$ cat config.mk
export PLATFORM = sky130hd
export DESIGN_NAME = gldp_ctrl
export DESIGN_NICKNAME = d
export VERILOG_FILES = /design/src/design/gldp_pkg.sv /design/src/design/gldp_ctrl.sv
export SDC_FILE = /design/constraint.sdc
export NUM_CORES = 1
export LEC_CHECK = 0
export BUFFER_PORTS_ARGS = -buffer_cell sky130_fd_sc_hd__buf_2
export CAP_MARGIN = 20
export CORE_ASPECT_RATIO = 1.5
export CORE_UTILIZATION = 56
export DETAILED_ROUTE_END_ITERATION = 10
export PLACE_DENSITY = 0.8
export REMOVE_ABC_BUFFERS = 1
export SETUP_SLACK_MARGIN = 0.5
export SLEW_MARGIN = 0
export SYNTH_ARGS = -nofsm -noshare
export SYNTH_HDL_FRONTEND = slang
export SYNTH_SLANG_ARGS = --single-unit
$ cat constraint.sdc
create_clock -name clk -period 2.8 [get_ports clk]
set_input_delay 0.7 -clock clk [delete_from_list [all_inputs] [get_ports clk]]
set_output_delay 0.7 -clock clk [all_outputs]
set_load 0.05 [all_outputs]
$ cat src/design/gldp_pkg.sv
package gldp_pkg;

  localparam int PIXEL_BITS_DEF = 8;
  localparam int MAX_WIDTH_DEF  = 1024;
  localparam int MAX_HEIGHT     = 4096;

  localparam int ROW_BITS       = 12;
  localparam int COL_OUT_BITS   = 10;
  localparam int INDEX_BITS     = 16;
  localparam int WIDTH_BITS     = 11;
  localparam int HEIGHT_BITS    = 13;
  localparam int CFG_DATA_BITS  = 13;
  localparam int CFG_INDEX_BITS = 2;

  localparam int RESET_WIDTH    = 20;
  localparam int RESET_HEIGHT   = 20;

  localparam logic [CFG_INDEX_BITS-1:0] REG_FRAME_WIDTH  = 2'd0;
  localparam logic [CFG_INDEX_BITS-1:0] REG_FRAME_HEIGHT = 2'd1;

  typedef struct packed {
    logic col_first;
    logic col_ge2;
    logic last_col;
    logic row_ge1;
    logic row_ge2;
    logic last_row;
  } pos_flags_t;

endpackage

$ cat src/design/gldp_ctrl.sv
module gldp_ctrl import gldp_pkg::*; #(
  parameter int MAX_WIDTH = MAX_WIDTH_DEF,
  localparam int COL_W = $clog2(MAX_WIDTH)
) (
  input  logic                      clk,
  input  logic                      rst,
  input  logic                      cfg_write,
  input  logic [CFG_INDEX_BITS-1:0] cfg_index,
  input  logic [CFG_DATA_BITS-1:0]  cfg_data,
  input  logic                      advance,
  output logic                      restart,
  output logic [ROW_BITS-1:0]       row,
  output logic [COL_W-1:0]          col,
  output pos_flags_t                flags
);

  localparam logic [COL_W-1:0] COL_LAST_RST =
    COL_W'((RESET_WIDTH > MAX_WIDTH ? MAX_WIDTH : RESET_WIDTH) - 1);
  localparam logic [ROW_BITS-1:0] ROW_LAST_RST =
    ROW_BITS'((RESET_HEIGHT > MAX_HEIGHT ? MAX_HEIGHT : RESET_HEIGHT) - 1);

  logic [COL_W-1:0]       col_last;
  logic [ROW_BITS-1:0]    row_last;
  logic [COL_W-1:0]       col_last_next;
  logic [ROW_BITS-1:0]    row_last_next;
  logic [WIDTH_BITS-1:0]  w_in;
  logic [HEIGHT_BITS-1:0] h_in;
  logic                   wr_width;
  logic                   wr_height;

  assign w_in      = cfg_data[WIDTH_BITS-1:0];
  assign h_in      = cfg_data[HEIGHT_BITS-1:0];
  assign wr_width  = cfg_write && (cfg_index == REG_FRAME_WIDTH);
  assign wr_height = cfg_write && (cfg_index == REG_FRAME_HEIGHT);
  assign restart   = wr_width || wr_height;

  always_comb begin
    if (w_in == '0) begin
      col_last_next = '0;
    end else if (32'(w_in) > MAX_WIDTH) begin
      col_last_next = COL_W'(MAX_WIDTH - 1);
    end else begin
      col_last_next = COL_W'(w_in - 1'b1);
    end
    if (h_in == '0) begin
      row_last_next = '0;
    end else if (h_in > HEIGHT_BITS'(MAX_HEIGHT)) begin
      row_last_next = ROW_BITS'(MAX_HEIGHT - 1);
    end else begin
      row_last_next = ROW_BITS'(h_in - 1'b1);
    end
  end

  always_comb begin
    flags.col_first = (col == '0);
    flags.col_ge2   = ({1'b0, col} >= (COL_W+1)'(2));
    flags.last_col  = (col == col_last);
    flags.row_ge1   = (row != '0);
    flags.row_ge2   = (row[ROW_BITS-1:1] != '0);
    flags.last_row  = (row == row_last);
  end

  always_ff @(posedge clk) begin
    if (rst) begin
      col_last <= COL_LAST_RST;
      row_last <= ROW_LAST_RST;
      row      <= '0;
      col      <= '0;
    end else if (restart) begin
      if (wr_width) begin
        col_last <= col_last_next;
      end
      if (wr_height) begin
        row_last <= row_last_next;
      end
      row <= '0;
      col <= '0;
    end else if (advance) begin
      if (flags.last_col) begin
        col <= '0;
        row <= flags.last_row ? '0 : row + 1'b1;
      end else begin
        col <= col + 1'b1;
      end
    end
  end

endmodule

==> flow_metrics.tcl <==
set metrics [dict create \
    outcome "complete, but fails checks" \
    failed_checks "design-rule violations" \
    worstSkewPairLatency_ns 0.29 \
    p_seq_share_pct 53.7 \
    syn_area_sq_mm 0.002614 \
    drt_iter0_drc 98 \
    nets 390 \
    syn_to_final_growth_pct 16.66 \
    cp.arrival_ns 1.60 \
    critPathMaxFanout 8 \
    cts_tree "yes" \
    dieArea_sq_mm 0.004950 \
    avgSynthCellArea_sq_um 8.018 \
    start_util_pct 58.03 \
    dr.pass1.iters 7 \
    required_ns 2.10 \
    syn_inst 326 \
    grt.overflow.total 0 \
    synth-simple-area-share_pct 25.90 \
    yosysWarnings 0 \
    crit_slowest_cell "dfxtp_2" \
    diodes 0 \
    postCtsHoldBufs 0 \
    yosysSeqAreaShare_pct 33.70 \
    worst_pin_slew_ns 0.5799 \
    power.share.switching_pct 26.24 \
    period_needed_ns 2.301 \
    clk_path_buf_depth 2 \
    synth_xor_area_share_pct 12.40 \
    fill_cells 383 \
    maxCapViolations 0 \
    remaining_drc_errors 2 \
    grt_pass1_wl_mm 10.15 \
    die_w_um 57.78 \
    numCtsBuffers 5 \
    hold_path.class "register to register" \
    cts-root-buf "clkbuf_8" \
    antenna_found_initial 0 \
    cts.sinks 44 \
    critPathKind "register to output pin" \
    leakage_nw 1.351 \
    r2r_slack_ns 0.86 \
    htreeDepth 2 \
    hold_viol_final 0 \
    wirelength_mm 6.255 \
    final_common_cell "buf_2" \
    crit_path_start_kind "register" \
    finalPower_mw 1.218 \
    postRouteAntennaNets 0 \
    viasPerCell 6.101 \
    grt_pass1_vias 2305 \
    final_cell_mix "buf_2, xor2_1, dfxtp_1" \
    peakVddDrop_mv 0.2713 \
    finalSetupTns_ns 0 \
    drv_slew 0 \
    clk_pin_slew_ns 0.08 \
    slowest_delay_ns 0.37 \
    gp_congestion 0.8499 \
    port_buffers 47 \
    drive_above_1_share_pct 25.41 \
    power.density_mw_per_mm2 399.4 \
    setup_violations 0 \
    ios 48 \
    min_period_over_period_pct 82.16 \
    skew_ns 0.006400 \
    synth.area.mux_share_pct 0 \
    rows 30 \
    slew_headroom_pct 61.34 \
    synth.distinct_cells 41 \
    grt_max_degree 25 \
    cp_cell_sequence "xor2_1, nor4_2, nand3_1, inv_1, buf_6" \
    synth_top_family_by_area "simple AND/OR/NAND/NOR gates" \
    dp_hpwl_mm 4.450 \
    power.clock.fraction_pct 33.1 \
    fmax_ghz 0.4347 \
    final_util_pct 67.69 \
    die_y_um 85.67 \
    grt.total_usage_pct 25.95 \
    synth_compound_area_share_pct 18.81 \
    final_cell_area_sq_mm 0.003049 \
    synth_fa_ha_area_share_pct 3.734 \
    synth_seq_cells 44 \
    vias 2526 \
    rsz0062_at_grt "yes" \
    worstSetupEndpointType "output pin" \
    power_frac_comb_pct 13.1 \
    drt-wirelength-per-cell_um 15.11 \
    core_sq_mm 0.004504 \
    placed_cell_area_sq_mm 0.002838 \
    p_sw_mw 0.3196 \
    intPower_mw 0.8984 \
]
## metal layers
layer / up-vias / wire (um) / track usage (%)
met5: - / 0 / 0
met4: 0 / 186 / 14.07
met3: 17 / 208 / 3.922
met2: 84 / 3212 / 45.03
met1: 1165 / 2648 / 30.09
li1: 1260 / - / -
## power by group through the flow
| stage | clock, mW | sequential [mW] | combinational (mW) |
|---|---|---|---|
| detailed placement | 0 | 0.671 | 0.152 |
| finish | 0.403 | 0.654 | 0.160 |
| floorplan | 0 | 0.673 | 0.0897 |
| global route | 0.438 | 0.657 | 0.175 |
| CTS | 0.411 | 0.656 | 0.156 |
| global placement | 0 | 0.670 | 0.149 |
## area by class of cell
cell class	count	area (sq um)	area share, %
tap	48	60.06	1.970
timing repair buffer	57	326.6	10.71
inverter	9	33.78	1.108
multi-input combinational	248	1632	53.51
sequential	44	907.1	29.75
clock buffer	8	90.09	2.954
## final timing paths
kind	startpoint	to	cells past startpoint
setup reg to reg	col[3]	row[9]	7
hold reg to reg	row_last[9]	row_last[9]	2
setup / recovery	col[3]	flags[3]	5
hold / removal	row_last[9]	row_last[9]	2
## cells by family (layout without fill, tap and decap cells)
family | Yosys count | after routing
and+or+nand+nor | 125 | 125
AOI/OAI and AO/OA | 78 | 78
DFF | 44 | 44
xor gates and xnor gates | 37 | 37
buffers and inverters | 34 | 74
adders and majority gates | 8 | 8
## through the flow
stage | setup slack, ns | std cells | hold slack (ns)
3_3_place_gp | 0.2627 | 401 | 0.4506
2_1_floorplan | -0.0001508 | 301 | 0.4373
6_report | 0.4994 | 414 | 0.4647
3_5_place_dp | 0.2250 | 401 | 0.4590
4_1_cts | 0.5042 | 411 | 0.4682
5_1_grt | 0.4233 | 414 | 0.4823
## worst max-delay path: cells and delay by family (launching register included)
kind	cells	cell delay, ns
buffers and inverters	2	0.26
flip-flops	1	0.37
AND/OR/NAND/NOR	2	0.52
XOR/XNOR	1	0.16
## sequential cells by signal, summed over array words and instances (netlist names)
name and count:
col 10, col_last 10, row 12, row_last 12
## cells in the mapped netlist (all sizes together)
master   count  area (sq um)
o31ai        2         15.01
nand2       24         90.09
o211a        1         10.01
nand4        9         56.30
and2         3         18.77
a22oi        1         7.510
nand3b       3         22.52
nor4bb       1         10.01
nor2b        2         12.51
o21ai       23         115.1
and4         1         8.760
nor4b        3         26.28
nand3       16         80.08
nor4        12         75.07
or4          2         15.01
nor2        21         78.83
ha           6         75.07
nor3         4         20.02
dfxtp       44         880.8
a32oi        7         61.31
nand2b       5         38.78
a211oi       6         45.04
or3          2         12.51
clkbuf      20         75.07
nor3b        2         15.01
xnor2        3         26.28
inv          9         33.78
xor2        34         297.8
and3        12         75.07
o32ai        1         8.760
a21oi       25         125.1
o41ai        8         70.07
a2bb2oi      3         26.28
or2          2         12.51
buf          5         33.78
or3b         1         8.760
maj3         2         22.52
o21a         1         7.510
## what timing repair did
| action | CTS | global route |
|---|---|---|
| pin swaps | 4 | 6 |
| setup endpoints to repair | 2 | 7 |
| buffers inserted | 2 | 3 |
| gates resized for setup | 19 | 13 |
(Power assumes the default switching activity.)
