[src/design/gldp_pkg.sv]
package gldp_pkg;

  localparam int PIXEL_BITS_DEF = 8;
  localparam int MAX_WIDTH_DEF  = 1024;
  localparam int MAX_HEIGHT     = 4096;

  localparam int ROW_BITS       = 12;
  localparam int COL_OUT_BITS   = 10;
  localparam int INDEX_BITS     = 16;
  localparam int WIDTH_BITS     = 11;
  localparam int HEIGHT_BITS    = 13;
  localparam int CFG_DATA_BITS  = 13;
  localparam int CFG_INDEX_BITS = 2;

  localparam int RESET_WIDTH    = 20;
  localparam int RESET_HEIGHT   = 20;

  localparam logic [CFG_INDEX_BITS-1:0] REG_FRAME_WIDTH  = 2'd0;
  localparam logic [CFG_INDEX_BITS-1:0] REG_FRAME_HEIGHT = 2'd1;

  typedef struct packed {
    logic col_first;
    logic col_ge2;
    logic last_col;
    logic row_ge1;
    logic row_ge2;
    logic last_row;
  } pos_flags_t;

endpackage

[src/design/gldp_eval.sv]
module gldp_eval import gldp_pkg::*; #(
  parameter int PIXEL_BITS = PIXEL_BITS_DEF,
  parameter int MAX_WIDTH  = MAX_WIDTH_DEF,
  localparam int COL_W = $clog2(MAX_WIDTH)
) (
  input  logic                    clk,
  input  logic                    rst,
  input  logic                    restart,
  input  logic                    s1_vld,
  input  pos_flags_t              flags,
  input  logic [ROW_BITS-1:0]     row,
  input  logic [COL_W-1:0]        col,
  input  logic [PIXEL_BITS-1:0]   v,
  input  logic [PIXEL_BITS-1:0]   a,
  input  logic [PIXEL_BITS-1:0]   up,
  input  logic [PIXEL_BITS-1:0]   rt,
  input  logic [PIXEL_BITS-1:0]   lf,
  input  logic [PIXEL_BITS-1:0]   p,
  input  logic [PIXEL_BITS-1:0]   pl,
  output logic                    s1_go,
  output logic                    out_valid,
  input  logic                    out_stall,
  output logic [PIXEL_BITS-1:0]   peak_value,
  output logic [ROW_BITS-1:0]     peak_row,
  output logic [COL_OUT_BITS-1:0] peak_column,
  output logic [INDEX_BITS-1:0]   peak_index,
  output logic                    last_of_run
);

  function automatic logic [INDEX_BITS-1:0] sat_add(logic [INDEX_BITS-1:0] x, logic [1:0] k);
    logic [INDEX_BITS:0] s;
    s = {1'b0, x} + (INDEX_BITS+1)'(k);
    return s[INDEX_BITS] ? '1 : s[INDEX_BITS-1:0];
  endfunction

  logic [INDEX_BITS-1:0] pc;
  logic [2:0]            res_vld;
  logic [PIXEL_BITS-1:0] res_val [3];
  logic [ROW_BITS-1:0]   res_row [3];
  logic [COL_W-1:0]      res_col [3];
  logic [INDEX_BITS-1:0] res_idx [3];

  logic       e_a, e_b, e_c;
  logic [2:0] sel;
  logic [2:0] take;
  logic       out_accept;
  logic       res_free;
  logic [1:0] n_ab;
  logic [1:0] n_all;

  assign e_a = flags.row_ge1 && (a > v) && (!flags.row_ge2 || a > up) &&
               (flags.col_first || a > lf) && (flags.last_col || a > rt);
  assign e_b = flags.last_row && !flags.col_first && (p > v) &&
               (!flags.col_ge2 || p > pl) && (!flags.row_ge1 || p > lf);
  assign e_c = flags.last_row && flags.last_col && (flags.col_first || v > p) &&
               (!flags.row_ge1 || v > a);

  assign n_ab  = 2'(e_a) + 2'(e_b);
  assign n_all = n_ab + 2'(e_c);

  assign sel[0] = res_vld[0];
  assign sel[1] = res_vld[1] && !res_vld[0];
  assign sel[2] = res_vld[2] && !res_vld[1] && !res_vld[0];

  assign out_valid  = |res_vld;
  assign out_accept = out_valid && !out_stall;
  assign take       = out_accept ? sel : 3'b000;
  assign res_free   = ((res_vld & ~take) == 3'b000);
  assign s1_go      = s1_vld && res_free;
  assign last_of_run = ((res_vld & ~sel) == 3'b000);

  always_comb begin
    priority if (sel[0]) begin
      peak_value  = res_val[0];
      peak_row    = res_row[0];
      peak_column = COL_OUT_BITS'(res_col[0]);
      peak_index  = res_idx[0];
    end else if (sel[1]) begin
      peak_value  = res_val[1];
      peak_row    = res_row[1];
      peak_column = COL_OUT_BITS'(res_col[1]);
      peak_index  = res_idx[1];
    end else begin
      peak_value  = res_val[2];
      peak_row    = res_row[2];
      peak_column = COL_OUT_BITS'(res_col[2]);
      peak_index  = res_idx[2];
    end
  end

  always_ff @(posedge clk) begin
    if (rst) begin
      res_vld <= '0;
      pc      <= '0;
    end else if (restart) begin
      pc <= '0;
    end else if (s1_go) begin
      res_vld <= {e_c, e_b, e_a};
      pc      <= (flags.last_row && flags.last_col) ? '0 : sat_add(pc, n_all);
    end else begin
      res_vld <= res_vld & ~take;
    end
  end

  always_ff @(posedge clk) begin
    if (s1_go) begin
      res_val[0] <= a;
      res_row[0] <= row - 1'b1;
      res_col[0] <= col;
      res_idx[0] <= pc;
      res_val[1] <= p;
      res_row[1] <= row;
      res_col[1] <= col - 1'b1;
      res_idx[1] <= sat_add(pc, {1'b0, e_a});
      res_val[2] <= v;
      res_row[2] <= row;
      res_col[2] <= col;
      res_idx[2] <= sat_add(pc, n_ab);
    end
  end

endmodule
[config.mk]
export PLATFORM = sky130hd
export DESIGN_NAME = gldp_eval
export DESIGN_NICKNAME = d
export VERILOG_FILES = /design/src/design/gldp_pkg.sv /design/src/design/gldp_eval.sv
export SDC_FILE = /design/constraint.sdc
export NUM_CORES = 1
export LEC_CHECK = 0
export ABC_AREA = 1
export BUFFER_PORTS_ARGS = -buffer_cell sky130_fd_sc_hd__buf_2
export CAP_MARGIN = 10
export CORE_MARGIN = 2
export CORE_UTILIZATION = 33
export CTS_BUF_LIST = sky130_fd_sc_hd__clkbuf_4
export CTS_CLUSTER_SIZE = 25
export DETAILED_ROUTE_END_ITERATION = 16
export GPL_TIMING_DRIVEN = 0
export PLACE_DENSITY = 0.52
export SETUP_SLACK_MARGIN = 0.1
export SYNTH_ARGS = -nofsm -noshare
export SYNTH_HDL_FRONTEND = slang
export SYNTH_SLANG_ARGS = --single-unit
[constraint.sdc]
create_clock -name clk -period 5.2 [get_ports clk]
set_input_delay 0.26 -clock clk [delete_from_list [all_inputs] [get_ports clk]]
set_output_delay 0.26 -clock clk [all_outputs]
set_load 0.05 [all_outputs]
==> impl_metrics.csv <==
group,metric,value,unit
critical_path,slowest_stage,"dlygate4sd3_1",
drt,ant_nets,0,
timing,drv_slew,0,
timing,setup_viol,0,
yosys,synth_cell_types,44,
floorplanning,fp.dieW,159,µm
clock_tree,clock_path_buffers,2,
clock_tree,clock-sinks,135,
critical_path,cp_max_fo,10,
place,dpl-instance-area,9010,µm²
floorplanning,pin_count,138,
finish,regArea,3860,µm²
yosys,synth-seq-area-share,48.9,%
critical_path,r2r_start,"pc[0]",
power_and_ir_drop,p_leak,4.47,nW
timing,fin_ws,1.17,ns
finish,areaGrowthSynthToFinish,24.3,%
worst_hold_path,hold_path_depth,3,
yosys,synth_warnings,0,
timing,hold_slack,0.0759,ns
place,place_inst,1357,
grt,grt_overflow,0,
timing,finalHoldViolations,0,
critical_path,start_kind,"input pin",
grt,track_usage,16.6,%
clock_tree,clock-root-buffer,"clkbuf_4",
worst_hold_path,min_to,"res_vld[1]",
yosys,synth_seq_cells,135,
power_and_ir_drop,internal-power,1.75,mW
place,gp_congestion,0.864,
yosys,syn_nets,1055,
critical_path,rr_worst_depth,8,
finish,fin_area,9810,µm²
finish,final_net_count,1260,
clock_tree,cts-htree-levels,4,
yosys,async_flop_share,0,%
critical_path,slowest_delay,0.53,ns
power_and_ir_drop,design_power_total,2.52,mW
worst_hold_path,hp-class,"in2reg",
finish,fill_cells,2395,
yosys,yosys-top-cells-area,"edfxtp_1 44%, nand2_1 12%, ha_1 10%, inv_1 5.3%, dfxtp_1 4.8%",
finish,drive_gt1_share,19.0,%
power_and_ir_drop,p_seq_share,50.0,%
clock_tree,numCtsBuffers,17,
drt,wire_per_inst,14.3,µm
power_and_ir_drop,swShare,30.6,%
timing,min_period_over_period,77.5,%
place,dp_hpwl,15300,µm
floorplanning,dieHeight,159,µm
yosys,avgSynthCellArea,8.78,µm²
place,port_buffers,137,
yosys,syn_inst,900,
power_and_ir_drop,ir_drop,0.0968,mV
timing,finClkSkew,0.0207,ns
grt,grt_max_degree,86,
timing,clock.fmax,0.248,GHz
drt,drc_errors,0,
critical_path,crit_buf_inv,7,
drt,vias,6606,
floorplanning,rows,56,
drt,vias_per_cell,4.59,
critical_path,cp_common_cell,"nand2_1",
critical_path,end_kind,"flip-flop",
grt,first_global_vias,6369,
floorplanning,floorplan.initialDensity,33.7,%
floorplanning,fp.dieArea,25200,µm²
drt,dr.pass1.iters,5,
run_status,status,"finished, final reports clean",
floorplanning,coreArea,23500,µm²
clock_tree,cts_tree,"yes",
power_and_ir_drop,pwr_density_cell,256,nW/µm²
yosys,synth_top_area_share,44.1,%
finish,fin_cells,1439,
timing,fin_crit,4.03,ns
finish,postLayoutCoreUtil,41.8,%
timing,finalSetupTns,0,ns
critical_path,regToRegSetupSlack,2.57,ns
critical_path,worstPathArrival,4.28,ns
clock_tree,clk_pin_slew,0.12,ns
worst_hold_path,min_from,"restart",
yosys,netlist_area,7900,µm²
grt,antenna_found_initial,2,
yosys,synth_top_area_cell,"edfxtp_1",
critical_path,timing.rr.end,"res_idx[0][27]",
drt,drt_iter0_markers,350,
finish,multiInputGateArea,3450,µm²
drt,routed_wl,20500,µm
critical_path,crit_required,5.46,ns
place,dp_slack,1.16,ns
timing,slew_headroom,49.7,%
timing,worst_pin_slew,0.755,ns
flow_run,cap_violations,0,
grt,grt_pass1_wl,33200,µm
power_and_ir_drop,p_clk_share,30.7,%
power_and_ir_drop,p_sw,0.769,mW
critical_path,timing_worst_setup_path_type,"in2reg",
power_and_ir_drop,power_frac_comb,19.3,%
timing,rsz0062_at_grt,"false",
yosys,synthFlopType,"edfxtp_1",
clock_tree,clk_latency,0.53,ns
yosys,synth_edf_count,116,
critical_path,path_delay_family,"simple AND/OR/NAND/NOR gates",
==> flip-flops by register name, summed over array words and instances (netlist names) <==
signal	flops
res_col	20
res_idx	48
res_vld	3
pc	16
res_row	24
res_val	24
==> cell families (layout without fill, tap and decap cells) <==
group	count (synthesis)	count (layout)	synth area share [%]
other	0	2	0
AOI/OAI and AO/OA	109	109	7.52
adders and majority gates	66	66	10.6
buffers and inverters	148	366	7.38
and+or+nand+nor	414	414	22.4
DFF	135	135	48.9
xor gates and xnor gates	28	28	3.10
==> worst max-delay path by stage <==
stage,from,endpoint,slack [ns],cells past startpoint
6_report,a[7],res_idx[0][35],1.17,25
5_1_grt,p[3],res_idx[0][45],0.79,25
4_1_cts,a[7],res_idx[0][35],1.23,25
3_5_place_dp,a[7],res_idx[0][35],1.16,24
3_3_place_gp,p[3],res_idx[0][43],1.17,24
2_1_floorplan,a[1],pc[13],2.00,22
==> synth_stat cells, types with 2 or more instances <==
cell      count
nand2_2       2
inv_2        14
a31oi_1       2
dfxtp_1      19
clkbuf_1     11
nor2_4        2
a22oi_1       5
nor3_1       14
xnor2_1       6
buf_2         5
o21ai_0      26
a21o_1        2
a21oi_1      50
nor2_1       48
fa_1          2
nand2_1     262
nand3_1      59
buf_6         2
ha_1         64
nor3_2        3
nor2_2        7
o31ai_1       3
o21ai_1      13
edfxtp_1    116
inv_1       112
xor2_1       22
nand4_1       9
o211ai_1      4
==> worst reg2reg max path, cell delays in order (launching register included) <==
cell      delay (ns)
dfxtp_1         0.50
nand2_1         0.12
inv_1           0.11
ha_1            0.19
nand3_1         0.21
nor3_1          0.48
nand2_1         0.32
clkbuf_1        0.36
nand3_1         0.21
==> final cells by class <==
type	count	share of cell area, %
Sequential cell	135	39.4
Clock buffer	19	1.45
Multi-Input combinational cell	617	35.2
Timing Repair Buffer	186	12.2
Buffer	20	1.02
Tap cell	319	4.07
Inverter	128	4.95
Clock inverter	13	1.76
Antenna cell	2	0.0510
==> layout by cell type, fill, tap and decap left out, drive strengths merged, types with 4 or more instances in the layout <==
master       instances
nand2              265
buf                147
inv                130
edfxtp             116
ha                  64
nand3               59
nor2                58
a21oi               51
dlygate4sd3         48
o21ai               39
clkbuf              30
xor2                22
dfxtp               19
nor3                17
nand4                9
xnor2                6
a22oi                5
clkinv               5
o211ai               4
==> power by group through the flow <==
stage | clock network (mW) | logic [mW] | registers [mW]
6_report | 0.773 | 0.485 | 1.26
5_1_grt | 0.836 | 0.539 | 1.26
4_1_cts | 0.799 | 0.492 | 1.26
3_5_place_dp | 0 | 0.463 | 1.28
3_3_place_gp | 0 | 0.453 | 1.28
2_1_floorplan | 0 | 0.308 | 1.28
==> layer usage <==
layer | vias to the layer above | share of wire [%] | GRT usage, %
li1 | 3403 | - | -
met1 | 3042 | 47 | 22.1
met2 | 143 | 47 | 27.7
met3 | 18 | 4.4 | 3.34
met4 | 0 | 1.2 | 4.13
met5 | - | 0 | 0
==> timing repair <==
| item | 4_1_cts | 5_1_grt |
|---|---|---|
| buffers inserted | 0 | 0 |
| hold buffers | 48 | 0 |
| endpoints found under the hold margin | 55 | 0 |
| gates resized for setup | 0 | 0 |
Power figures use the tool's default switching activity.
